File: config.mk
export PLATFORM = sky130hd
export DESIGN_NAME = interval_timer_counter
export DESIGN_NICKNAME = d
export VERILOG_FILES = /design/src/itc_pkg.sv /design/src/itc_core.sv /design/src/interval_timer_counter.sv
export SDC_FILE = /design/constraint.sdc
export NUM_CORES = 1
export LEC_CHECK = 0
export BUFFER_PORTS_ARGS = -buffer_cell sky130_fd_sc_hd__buf_2
export CAP_MARGIN = 5
export CELL_PAD_IN_SITES_DETAIL_PLACEMENT = 2
export CELL_PAD_IN_SITES_GLOBAL_PLACEMENT = 2
export CORE_UTILIZATION = 38
export DETAILED_ROUTE_END_ITERATION = 10
export PLACE_DENSITY = 0.77
export SLEW_MARGIN = 10
export SYNTH_ARGS = -nofsm -noshare
export SYNTH_HDL_FRONTEND = slang
export SYNTH_SLANG_ARGS = --single-unit
File: constraint.sdc
create_clock -name clk -period 4.95 [get_ports clk]
set_clock_uncertainty 0.1 [all_clocks]
set_input_delay 1.2375 -clock clk [delete_from_list [all_inputs] [get_ports clk]]
set_output_delay 1.2375 -clock clk [all_outputs]
set_load 0.01 [all_outputs]
File: src/itc_pkg.sv
`default_nettype none
package itc_pkg;

  localparam int COUNT_BITS_DEF = 16;

  // command codes
  localparam logic [1:0] CMD_WRITE = 2'd0;
  localparam logic [1:0] CMD_READ  = 2'd1;
  localparam logic [1:0] CMD_TICK  = 2'd2;

  localparam logic PORT_DATA = 1'b0;
  localparam logic PORT_CTRL = 1'b1;

  // control word fields
  localparam logic [1:0] SEL_COUNTER0   = 2'b00;
  localparam logic [1:0] ACCESS_LATCH   = 2'b00;
  localparam logic [1:0] ACCESS_LSB_MSB = 2'b11;
  localparam logic [1:0] MODE_RATE      = 2'b10;

  typedef struct packed {
    logic [1:0] command;
    logic       port;
    logic [7:0] write_data;
  } in_item_t;

  typedef struct packed {
    logic [7:0] read_data;
    logic       irq;
    logic       out_level;
  } out_item_t;

endpackage
`default_nettype wire

File: src/itc_core.sv
`default_nettype none
module itc_core import itc_pkg::*; #(
  parameter int COUNT_BITS = COUNT_BITS_DEF
) (
  input  wire logic      clk,
  input  wire logic      rst_n,
  input  wire logic      item_fire,
  input  wire in_item_t  item,
  output out_item_t      result
);

  logic [2:0]            mode_r, mode_nxt;
  logic [COUNT_BITS-1:0] reload_r, reload_nxt;
  logic [COUNT_BITS-1:0] cur_r, cur_nxt;
  logic [COUNT_BITS-1:0] latched_r, latched_nxt;
  logic [7:0]            staged_r, staged_nxt;
  logic                  latch_held_r, latch_held_nxt;
  logic                  whn_r, whn_nxt;
  logic                  rhn_r, rhn_nxt;
  logic                  ce_r, ce_nxt;
  logic                  pin_r, pin_nxt;
  logic                  lp_r, lp_nxt;

  logic                  rate;
  logic [31:0]           wr_word;
  logic [31:0]           rd_word;
  logic [COUNT_BITS-1:0] dec;
  logic [7:0]            rd_byte;

  assign rate = (mode_r[1:0] == MODE_RATE);
  assign dec  = cur_r - COUNT_BITS'(1);

  always_comb begin
    mode_nxt       = mode_r;
    reload_nxt     = reload_r;
    cur_nxt        = cur_r;
    latched_nxt    = latched_r;
    staged_nxt     = staged_r;
    latch_held_nxt = latch_held_r;
    whn_nxt        = whn_r;
    rhn_nxt        = rhn_r;
    ce_nxt         = ce_r;
    pin_nxt        = pin_r;
    lp_nxt         = lp_r;
    rd_byte        = 8'h00;
    wr_word        = {16'h0000, item.write_data, staged_r};
    rd_word        = '0;
    rd_word[COUNT_BITS-1:0] = latch_held_r ? latched_r : cur_r;

    unique case (item.command)
      CMD_WRITE: begin
        if (item.port == PORT_CTRL) begin
          if (item.write_data[7:6] == SEL_COUNTER0) begin
            if (item.write_data[5:4] == ACCESS_LATCH) begin
              if (!latch_held_r) begin
                latched_nxt    = cur_r;
                latch_held_nxt = 1'b1;
              end
            end else if (item.write_data[5:4] == ACCESS_LSB_MSB) begin
              mode_nxt       = item.write_data[3:1];
              whn_nxt        = 1'b0;
              rhn_nxt        = 1'b0;
              latch_held_nxt = 1'b0;
              ce_nxt         = 1'b0;
              lp_nxt         = 1'b0;
              pin_nxt        = (item.write_data[2:1] == MODE_RATE);
            end
          end
        end else if (!whn_r) begin
          staged_nxt = item.write_data;
          whn_nxt    = 1'b1;
          if (!rate) ce_nxt = 1'b0;
        end else begin
          whn_nxt    = 1'b0;
          reload_nxt = wr_word[COUNT_BITS-1:0];
          if (rate) begin
            if (!ce_r) begin
              ce_nxt = 1'b1;
              lp_nxt = 1'b1;
            end
          end else begin
            pin_nxt = 1'b0;
            ce_nxt  = 1'b1;
            lp_nxt  = 1'b1;
          end
        end
      end
      CMD_READ: begin
        if (item.port == PORT_DATA) begin
          if (!rhn_r) begin
            rd_byte = rd_word[7:0];
            rhn_nxt = 1'b1;
          end else begin
            rd_byte        = rd_word[15:8];
            rhn_nxt        = 1'b0;
            latch_held_nxt = 1'b0;
          end
        end
      end
      CMD_TICK: begin
        if (ce_r) begin
          if (lp_r) begin
            cur_nxt = reload_r;
            lp_nxt  = 1'b0;
          end else if (rate) begin
            if (cur_r == COUNT_BITS'(1)) begin
              cur_nxt = reload_r;
              pin_nxt = 1'b1;
            end else begin
              cur_nxt = dec;
              if (dec == COUNT_BITS'(1)) pin_nxt = 1'b0;
            end
          end else begin
            cur_nxt = dec;
            if (dec == '0) pin_nxt = 1'b1;
          end
        end
      end
      default: begin
        // unused command code: no effect
      end
    endcase
  end

  assign result.read_data = rd_byte;
  assign result.irq       = (item.command == CMD_TICK) && !pin_r && pin_nxt;
  assign result.out_level = pin_nxt;

  always_ff @(posedge clk) begin
    if (!rst_n) begin
      mode_r       <= '0;
      reload_r     <= '0;
      cur_r        <= '0;
      latched_r    <= '0;
      staged_r     <= '0;
      latch_held_r <= 1'b0;
      whn_r        <= 1'b0;
      rhn_r        <= 1'b0;
      ce_r         <= 1'b0;
      pin_r        <= 1'b0;
      lp_r         <= 1'b0;
    end else if (item_fire) begin
      mode_r       <= mode_nxt;
      reload_r     <= reload_nxt;
      cur_r        <= cur_nxt;
      latched_r    <= latched_nxt;
      staged_r     <= staged_nxt;
      latch_held_r <= latch_held_nxt;
      whn_r        <= whn_nxt;
      rhn_r        <= rhn_nxt;
      ce_r         <= ce_nxt;
      pin_r        <= pin_nxt;
      lp_r         <= lp_nxt;
    end
  end

endmodule
`default_nettype wire

File: src/interval_timer_counter.sv
// Path: an item enters the input register, then the result register, where
//   out_valid rises; a full result register that is not drained holds it back.
// Throughput: one item per cycle unless out_ready stalls; the counter state updates
//   in a single pass as an item moves from the input to the result register.
// Reset: rst_n is synchronous, active low; clears both pipeline valids and all
//   counter state (mode 0, counts zero, output pin low, counting stopped).
`default_nettype none
module interval_timer_counter import itc_pkg::*; #(
  parameter int COUNT_BITS = COUNT_BITS_DEF
) (
  input  wire logic      clk,
  input  wire logic      rst_n,
  input  wire logic      in_valid,
  output logic           in_ready,
  input  wire in_item_t  in_item,
  output logic           out_valid,
  input  wire logic      out_ready,
  output out_item_t      out_item
);

  // Input stage: holds one item until the result register has room.
  logic      s1_vld_r;
  in_item_t  s1_item_r;
  logic      s1_adv;

  // Result stage
  logic      out_vld_r;
  out_item_t out_item_r;
  out_item_t core_result;

  // The input stage moves on whenever the result register is empty or drains
  // this cycle, so a new item can enter every cycle under no backpressure.
  assign s1_adv   = s1_vld_r && (!out_vld_r || out_ready);
  assign in_ready = !s1_vld_r || s1_adv;

  // Counter state commits only when the item moves to the result register,
  // so each item updates the state exactly once.
  itc_core #(
    .COUNT_BITS(COUNT_BITS)
  ) u_core (
    .clk      (clk),
    .rst_n    (rst_n),
    .item_fire(s1_adv),
    .item     (s1_item_r),
    .result   (core_result)
  );

  always_ff @(posedge clk) begin
    if (!rst_n) begin
      s1_vld_r <= 1'b0;
    end else if (in_ready) begin
      s1_vld_r <= in_valid;
    end
  end

  always_ff @(posedge clk) begin
    if (in_valid && in_ready) begin
      s1_item_r <= in_item;
    end
  end

  always_ff @(posedge clk) begin
    if (!rst_n) begin
      out_vld_r <= 1'b0;
    end else if (!out_vld_r || out_ready) begin
      out_vld_r <= s1_vld_r;
    end
  end

  always_ff @(posedge clk) begin
    if (s1_adv) begin
      out_item_r <= core_result;
    end
  end

  assign out_valid = out_vld_r;
  assign out_item  = out_item_r;

endmodule
`default_nettype wire

# Word level (Yosys, flattened, before mapping)
# Index checks and enable logic that the tools add are counted.
dict set report word_totals {
  ff_bits 87
  output_inout_bits 12
  wordCells 116
}
dict set report op_classes {
  add_sub_neg 1
  n_eq_ne 24
  n_mux 42
  bitwise_logic 4
  reduce_logical 26
}
# operator count
set op_table {}
lappend op_table {{$mux W16} 4}
lappend op_table {{$mux W1} 33}
lappend op_table {{$eq A16 B1 Y1 const B} 2}
lappend op_table {{$logic_not A16 Y1} 1}
lappend op_table {{$sub A16 B1 Y16 const B} 1}
lappend op_table {{$reduce_and A7 Y1} 2}
lappend op_table {{$ne A2 B1 Y1 const B} 6}
lappend op_table {{$ne A3 B2 Y1 const B} 4}
lappend op_table {{$reduce_and A6 Y1} 2}
lappend op_table {{$reduce_and A5 Y1} 2}
lappend op_table {{$eq A2 B2 Y1 const B} 4}
lappend op_table {{$mux W8} 1}
lappend op_table {{$ne A2 B2 Y1 const B} 4}
lappend op_table {{$pmux W1 S2} 4}
lappend op_table {{$reduce_and A4 Y1} 2}
lappend op_table {{$reduce_and A8 Y1} 1}
lappend op_table {{$logic_not A2 Y1} 3}
lappend op_table {{$logic_and A1 B1 Y1} 4}
lappend op_table {{$ne A4 B4 Y1 const B} 1}
lappend op_table {{$not A1 Y1} 4}
lappend op_table {{$reduce_bool A2 Y1} 2}
lappend op_table {{$logic_not A1 Y1} 3}
lappend op_table {{$ne A3 B1 Y1 const B} 1}
lappend op_table {{$ne A3 B3 Y1 const B} 1}
lappend op_table {{4 further kinds} 5}

# Logic depth before layout (Yosys ltp)
# Gate-level depths: netlist of the first run.
dict set report logic_depth {
  ltp_word 9
  depth_mapped 10
}

# Modules after synthesis
# A second synthesis of the first run with hierarchy kept.
dict set report hier_totals {
  cells_unflattened 449
  hier_area_um2 4411.7
}
# mod n_inst cells_each area_per_inst_um2 seq_area_each_um2
set by_module_without_submodules {}
lappend by_module_without_submodules {itc_core 1 419 3677.3 1281.2}
lappend by_module_without_submodules {interval_timer_counter 1 30 734.5 670.6}

# Worst setup path after synthesis of the first run
# OpenSTA, ideal clock, no wires.
dict set report synth_timing {
  kind {in2out}
  startpoint {input out_ready}
  endpoint {output in_ready}
  arrival_time_ps 1511
  t_required_ps 3613
  slack_ps 2101
  cell_stages 2
  path_buffers 0
  cell_sequence {nor2b_1 > nand2_1}
}
dict set report synth_via {
  elab_chain_cells 3
}
# item line
set synth_lines {}
lappend synth_lines {{start: declaration} interval_timer_counter.sv:17} ;# input wire logic out_ready,
lappend synth_lines {{$logic_or A1 B1 Y1} interval_timer_counter.sv:33} ;# assign s1_adv = s1_vld_r && (!out_vld_r || out_ready);
lappend synth_lines {{$logic_and A1 B1 Y1} interval_timer_counter.sv:33}
lappend synth_lines {{$logic_or A1 B1 Y1} interval_timer_counter.sv:34} ;# assign in_ready = !s1_vld_r || s1_adv;
lappend synth_lines {{end: declaration} interval_timer_counter.sv:14} ;# output logic in_ready,
# No other way between the ends.

==> impl_results.md, run 1 <==
* Layout Nets at 490
* Share of synthesized flip-flops with an asynchronous set or reset at 0%
* Total of warnings raised by yosys at 0
* Post-synth top area share at 29.7%
* Beginning of the worst register-to-register path: u_core.cur_r[0]$_SDFFE_PN0P_
* Antenna cells at 0
* Cell taking the most area after synthesis: sky130_fd_sc_hd__dfxtp_1
* FP Rows at 39
* Sequential cell area at 1950 um2
* Largest cells by area after synthesis: sky130_fd_sc_hd__dfxtp_1 (30%), sky130_fd_sc_hd__edfxtp_1 (14%), sky130_fd_sc_hd__mux2i_1 (7.4%)
* MaxCap Viol Count at 0
* Postcts setup bufs at 0
* Die width at 110 um
* Class of the tightest hold or removal check: reg2reg
* Final standard cell count with taps included and fillers excluded at 619
* Leading cell type in the layout, fill and taps excluded: sky130_fd_sc_hd__dfxtp_1
* Most congested layer reported by global routing: met2
* Routability congestion estimate at 0.758
* Global-route wire length before repair at 21,000 um
* Number of antenna violations at the first check in global routing at 0
* Starting density of the core at 38.9%
* Gate count of the mapped netlist at 466
* Port Buffer Count at 26
* Top achievable clock speed at 303 MHz
* Final wirelength at 12,600 um
* Top fanout value on the critical path at 15
* Area Overhead vs Synth at 9.85%
* Layout cells sized above 1 at 13.4%
* Worst reg2reg setup slack at 1650 ps
* CP Launch Type: register
* Critical Path AT at 3410 ps
* Number of filler instances in the final layout at 1,243
* End-of-flow core utilization at 42.8%
* Endpoint of the lowest-slack register-to-register path: out_item[0]$_DFFE_PP_
* Termination of the worst setup path: out_item[0]$_DFFE_PP_
* Worst max-slew margin expressed relative to the limit at 20.8%
* Via count of the first global-routing pass at 3,838
* Placed Instance Area at 4620 um2
* Maximum VDD drop at 222 uV
* Worst-path clk slew at 70 ps
* Global-route met1 utilization at 28.8%
* HPWL after detailed placement at 8720 um
* Sequential cell area fraction in the yosys report at 43.9%
* Later-pin clock latency in the skew report at 350 ps
* R2R cell count at 8
* Detailed Route Iter0 Violations at 143
* Pin count of the biggest net entering global routing at 67
* Remaining antenna violation count at 0
* Post-Synthesis Cell Area at 4450 um2
* Outcome: finished clean
* Leakage power figure at 0.00180 uW
* Count of clock tree sinks at 87
* Global-route met3 utilization at 4.64%
* Mean routed wirelength per cell at 20.3 um
* CP required at 5060 ps
* Num CTS Buffers at 9
* Clock root buffer: sky130_fd_sc_hd__clkbuf_16
* Worst Path Class, Setup: reg2reg
* Setup repair after global routing missed its margin: false
* Synthesized area per cell at 9.54 um2
* Flops & latches, synth at 87
* Hold-fix buffer count after cts at 0
* Die outline height at 110 um
* Setup Total Neg Slack at 0 ps
* Total global-route track usage at 23.3%
* Area enclosed by the die boundary at 12,100 um2
* Critical Path Start: u_core.cur_r[0]$_SDFFE_PN0P_
* Drt via density at 5.70
* Number of H-tree levels at 3
* Number of primary I/O pins at 27
* Routed via count at 3,531
* Critical Path Sink Type: register
* Clock tree from TritonCTS: yes
* Hold violation total from the final report at 0
* Net Count, Synth at 485
* Number of search-and-repair iterations in the first detailed-routing pass at 4
* Met2 track demand over resource at 40.4%
* EDFF count, synth at 21
* Pins Over Slew Limit at 0
* Leading cell types in the layout, fill and taps excluded: sky130_fd_sc_hd__dfxtp_1 (66), sky130_fd_sc_hd__nand2_1 (59), sky130_fd_sc_hd__nor2b_1 (40)
* Post-route DRC at 0
* Global route overflow at 0
* Number of library cell types mapped by synthesis at 58
* Area of the multi-input gates at 2330 um2
* Number of cells upsized or downsized after cts at 0
* Placed Instances at 603
* Period utilisation layout at 66.6%
* Core Footprint at 11,400 um2
* P per Cell Area at 291 nW/um2
* Time the worst path needs with I/O delays and setup at 3300 ps
* Final std cell area, no fill at 4880 um2
* Finish-stage setup viols at 0
* Max Root-Sink Buffers at 2
* Transition at the pin with the smallest max-transition slack at 1190 ps
* Most used flip-flop cell after synthesis: sky130_fd_sc_hd__dfxtp_1
-- stage by stage --
stage,power (uW),hold slack (ps),setup WS (ps)
final,1420,374,1650
after floorplan,795,341,2100
after global routing,1470,398,1500
after CTS,1440,381,1620
after detailed placement,819,372,1460
after global placement,817,352,1610
-- where the power goes --
group,internal [uW],switching [uW]
Combinational,21.4,29.1
Sequential,739,12.8
Clock,337,283
-- sequential cells by signal (all words and copies together) (netlist names), 2 cells and up --
signal,flops
s1_item_r,11
out_item,10
u_core.cur_r,16
u_core.staged_r,8
u_core.latched_r,16
u_core.reload_r,16
u_core.mode_r,2
-- critical path, stage by stage, from the launching register on --
cell and delay (ps):
sky130_fd_sc_hd__dfxtp_1 710, sky130_fd_sc_hd__inv_1 160, sky130_fd_sc_hd__ha_1 420, sky130_fd_sc_hd__o21bai_1 290
sky130_fd_sc_hd__a311oi_1 320, sky130_fd_sc_hd__a31oi_1 100, sky130_fd_sc_hd__or4_4 580, sky130_fd_sc_hd__or3_4 360
sky130_fd_sc_hd__nand4_1 110
-- logic make-up (layout without fill, tap and decap cells) --
family / after synthesis / after routing / synth area share [%]
buffers and inverters: 40 / 50 / 3.77
multiplexers: 42 / 42 / 11.8
adder cells (fa/ha/maj): 4 / 4 / 1.13
AND/OR/NAND/NOR: 193 / 193 / 23.3
AO/OA/AOI/OAI: 99 / 99 / 15.9
XOR/XNOR: 1 / 1 / 0.197
flip-flops: 87 / 87 / 43.9
-- final cells by class --
type	instances	area share, %
clock buffers	10	4.69
clock inverters	6	0.768
inverters	8	0.615
multi-input cells	339	47.6
flip-flops and latches	87	40.0
well taps	143	3.66
repair buffers	26	2.66
-- synth_stat cells (all sizes together), types with 2 or more instances --
library cell  instances
or4                   5
mux4                  8
inv                   8
ha                    4
and3                  2
o21bai                3
nand3b                5
o31ai                 4
buf                   7
o21a                  3
a21oi                15
o2bb2ai               4
clkbuf               25
a41oi                 6
nand3                 5
and2                  8
or3                   8
nor2b                40
or3b                  3
and3b                 2
nor4                  4
o211ai                2
nand2b                7
mux2i                33
o21ai                21
a311oi                2
nor3                 12
nand2                59
o221a                 4
a21boi               23
a31oi                 3
a211oi                2
nand4                 2
a21o                  2
nor2                 26
edfxtp               21
or4b                  3
dfxtp                66
-- worst min-delay path by stage --
| stage | start | end | slack, ps | cells past startpoint |
|---|---|---|---|---|
| 2_1_floorplan | u_core.staged_r[0]$_SDFFE_PN0P_ | u_core.reload_r[0]$_SDFFE_PN0P_ | 340 | 2 |
| 3_3_place_gp | u_core.staged_r[2]$_SDFFE_PN0P_ | u_core.reload_r[2]$_SDFFE_PN0P_ | 350 | 2 |
| 3_5_place_dp | u_core.reload_r[4]$_SDFFE_PN0P_ | u_core.reload_r[4]$_SDFFE_PN0P_ | 370 | 2 |
| 4_1_cts | u_core.reload_r[4]$_SDFFE_PN0P_ | u_core.reload_r[4]$_SDFFE_PN0P_ | 380 | 2 |
| 5_1_grt | u_core.staged_r[5]$_SDFFE_PN0P_ | u_core.reload_r[5]$_SDFFE_PN0P_ | 400 | 2 |
| 6_report | u_core.reload_r[10]$_SDFFE_PN0P_ | u_core.reload_r[10]$_SDFFE_PN0P_ | 370 | 2 |
-- layer usage --
layer  up-vias  routed length, um
met2        49               6190
met1      1780               5820
met5         -                  0
met3        16                362
met4         0                222
li1       1686                  -
Note: power is estimated with default switching activity, not from simulation.
==> run 2, diff against run 1 <==
--- a/config.mk
+++ b/config.mk
@@ -9,9 +9,9 @@
 export CAP_MARGIN = 5
 export CELL_PAD_IN_SITES_DETAIL_PLACEMENT = 2
 export CELL_PAD_IN_SITES_GLOBAL_PLACEMENT = 2
-export CORE_UTILIZATION = 38
+export CORE_UTILIZATION = 35
 export DETAILED_ROUTE_END_ITERATION = 10
-export PLACE_DENSITY = 0.77
+export PLACE_DENSITY = 0.74
 export SLEW_MARGIN = 10
 export SYNTH_ARGS = -nofsm -noshare
 export SYNTH_HDL_FRONTEND = slang
==> constraint.sdc (replaced) <==
create_clock -name clk -period 2.7 [get_ports clk]
set_clock_uncertainty 0.1 [all_clocks]
set_input_delay 0.675 -clock clk [delete_from_list [all_inputs] [get_ports clk]]
set_output_delay 0.675 -clock clk [all_outputs]
set_load 0.01 [all_outputs]
==> impl_results.md, run 2 (synthesized netlist as in run 1, its figures left out) <==
* Area enclosed by the die boundary at 13,200 um2 (+8.4%)
* Postcts setup bufs at 0 (unchanged)
* Number of search-and-repair iterations in the first detailed-routing pass at 4 (unchanged)
* Global route overflow at 0 (unchanged)
* Max Root-Sink Buffers at 2 (unchanged)
* Launch instance of the worst min-delay path: u_core.reload_r[12]$_SDFFE_PN0P_
* Clock tree from TritonCTS: yes
* Finish-stage setup viols at 0 (unchanged)
* Switching portion of total power at 23.3% (+0.48 points)
* HPWL after detailed placement at 10,000 um (+15%)
* Worst reg2reg setup slack at 170 ps (-1480 ps)
* Final wirelength at 13,700 um (+8.7%)
* Top fanout value on the critical path at 11 (-4)
* Die outline height at 115 um (+4.1%)
* Detailed Route Iter0 Violations at 246 (+72%)
* Worst-path clk slew at 70 ps (about the same)
* Layout Nets at 521 (+6.3%)
* Worst Path Class, Setup: reg2reg
* Port Buffer Count at 26 (unchanged)
* Number of primary I/O pins at 27 (unchanged)
* Later-pin clock latency in the skew report at 360 ps (about the same)
* Remaining antenna violation count at 0 (unchanged)
* CP required at 2820 ps (-2240 ps)
* Net switching power at 648 uW (+99%)
* Top flop regs: u_core.cur_r: 16 flops, u_core.latched_r: 16 flops, u_core.reload_r: 16 flops
* Power Total at 2780 uW (+95%)
* Setup Total Neg Slack at 0 ps (unchanged)
* P per Cell Area at 532 nW/um2 (+83%)
* CP Launch Type: register
* Global-route wire length before repair at 22,000 um (+5.1%)
* Number of H-tree levels at 3 (unchanged)
* Number of antenna violations at the first check in global routing at 0 (unchanged)
* Maximum VDD drop at 517 uV (+130%)
* Endpoint, Worst Hold: u_core.reload_r[12]$_SDFFE_PN0P_
* Transition at the pin with the smallest max-transition slack at 687 ps (-499 ps)
* Via count of the first global-routing pass at 3,992 (+4.0%)
* Top achievable clock speed at 396 MHz (+31%)
* MaxCap Viol Count at 0 (unchanged)
* Pins Over Slew Limit at 0 (unchanged)
* Leading cell types in the layout, fill and taps excluded: sky130_fd_sc_hd__dfxtp_1 (65), sky130_fd_sc_hd__nand2_1 (59), sky130_fd_sc_hd__nor2b_1 (40)
* R2R cell count at 8 (unchanged)
* Final standard cell count with taps included and fillers excluded at 675 (+9.0%)
* Num CTS Buffers at 9 (unchanged)
* Routability congestion estimate at 0.817 (+7.8%)
* Beginning of the worst register-to-register path: u_core.cur_r[1]$_SDFFE_PN0P_
* Min-Delay Path Depth at 2 (unchanged)
* Number of filler instances in the final layout at 1,347 (+8.4%)
* Hold violation total from the final report at 0 (unchanged)
* Class of the tightest hold or removal check: reg2reg
* Internal power at 2130 uW (+94%)
* Seq pwr share at 49.4% (-3.4 points)
* FP Rows at 40 (+2.6%)
* Count of clock tree sinks at 87 (unchanged)
* Starting density of the core at 36.4% (-2.5 points)
* Setup repair after global routing missed its margin: false
* Outcome: finished clean
* Leakage power figure at 0.00199 uW (+11%)
* Hold-fix buffer count after cts at 0 (unchanged)
* Placed Instances at 659 (+9.3%)
* Core Footprint at 12,200 um2 (+6.9%)
* Logic pwr share at 4.0% (+0.5 points)
* Critical Path AT at 2650 ps (-760 ps)
* Portion of total power attributed to the clock network at 46.5% (+2.9 points)
* Endpoint of the lowest-slack register-to-register path: out_item[0]$_DFFE_PP_
* Routed via count at 3,679 (+4.2%)
* Die width at 115 um (+4.1%)
* Worst max-slew margin expressed relative to the limit at 54.2% (+33 points)
* Pin count of the biggest net entering global routing at 40 (-40%)
* Period utilisation layout at 93.6% (+27 points)
* Post-route DRC at 0 (unchanged)
* Critical Path Sink Type: register
* Time the worst path needs with I/O delays and setup at 2530 ps (-772 ps)
* Critical Path Start: u_core.cur_r[1]$_SDFFE_PN0P_
* Leading cell type in the layout, fill and taps excluded: sky130_fd_sc_hd__dfxtp_1
* Drt via density at 5.45 (-4.5%)
* Total global-route track usage at 22.9% (-0.43 points)
* Mean routed wirelength per cell at 20.3 um (-0.33%)
* Clock root buffer: sky130_fd_sc_hd__clkbuf_16
* Layout cells sized above 1 at 19.7% (+6.3 points)
* Area Overhead vs Synth at 17.4%
* Antenna cells at 0 (unchanged)
[run 2: what timing repair did]
| item | in CTS | in global routing |
|---|---|---|
| endpoints found under the setup margin | 0 | 5 |
| endpoints found under the hold margin | 0 | 0 |
| resized for setup | 0 | 3 |
[run 2: worst max path at each step]
stage,to,cells past startpoint,slack (ps)
finish,out_item[0]$_DFFE_PP_,8,170
global route,out_item[0]$_DFFE_PP_,8,20
CTS,out_item[0]$_DFFE_PP_,8,110
detailed placement,out_item[0]$_DFFE_PP_,8,140
global placement,out_item[0]$_DFFE_PP_,8,250
floorplan,out_item[0]$_DFFE_PP_,9,50
[run 2: per-layer routing]
metal,wire length (um),global-route usage (%),up-vias
met5,0,0,-
met4,212,6.32,0
met3,354,5.77,13
met2,6770,39.7,45
met1,6350,28.3,1879
li1,-,-,1742
[run 2: critical path, stage by stage (launching register included)]
cell                      delay [ps]
sky130_fd_sc_hd__dfxtp_1         400
sky130_fd_sc_hd__inv_1           100
sky130_fd_sc_hd__ha_1            200
sky130_fd_sc_hd__buf_4           180
sky130_fd_sc_hd__o31ai_2         280
sky130_fd_sc_hd__a31oi_1         140
sky130_fd_sc_hd__or4_4           560
sky130_fd_sc_hd__or3_4           350
sky130_fd_sc_hd__nand4_1         100
[run 2: final cells by class]
class	instances	area [um2]	share of cell area, %
multi-input cells	339	2340	44.8
clock buffers	9	225	4.31
well taps	168	210	4.03
flip-flops and latches	87	1950	37.4
clock inverters	7	77.6	1.49
repair buffers	57	388	7.43
inverters	8	30.0	0.575
[run 2: through the flow]
step	util [%]	cell area, um2	setup WS, ps	hold slack, ps
after detailed placement	40.2	4910	136	362
final	42.8	5220	173	370
after global routing	42.8	5220	19.1	363
after global placement	40.2	4910	250	346
after CTS	42.7	5210	112	373
after floorplan	-	4450	49.2	341
[run 2: power groups by stage]
stage          logic (uW)  clock network [uW]  registers [uW]
6_report              112                1290            1370
3_5_place_dp          112                   0            1400
2_1_floorplan        59.6                   0            1400
5_1_grt               121                1370            1380
3_3_place_gp          108                   0            1400
4_1_cts               113                1320            1370
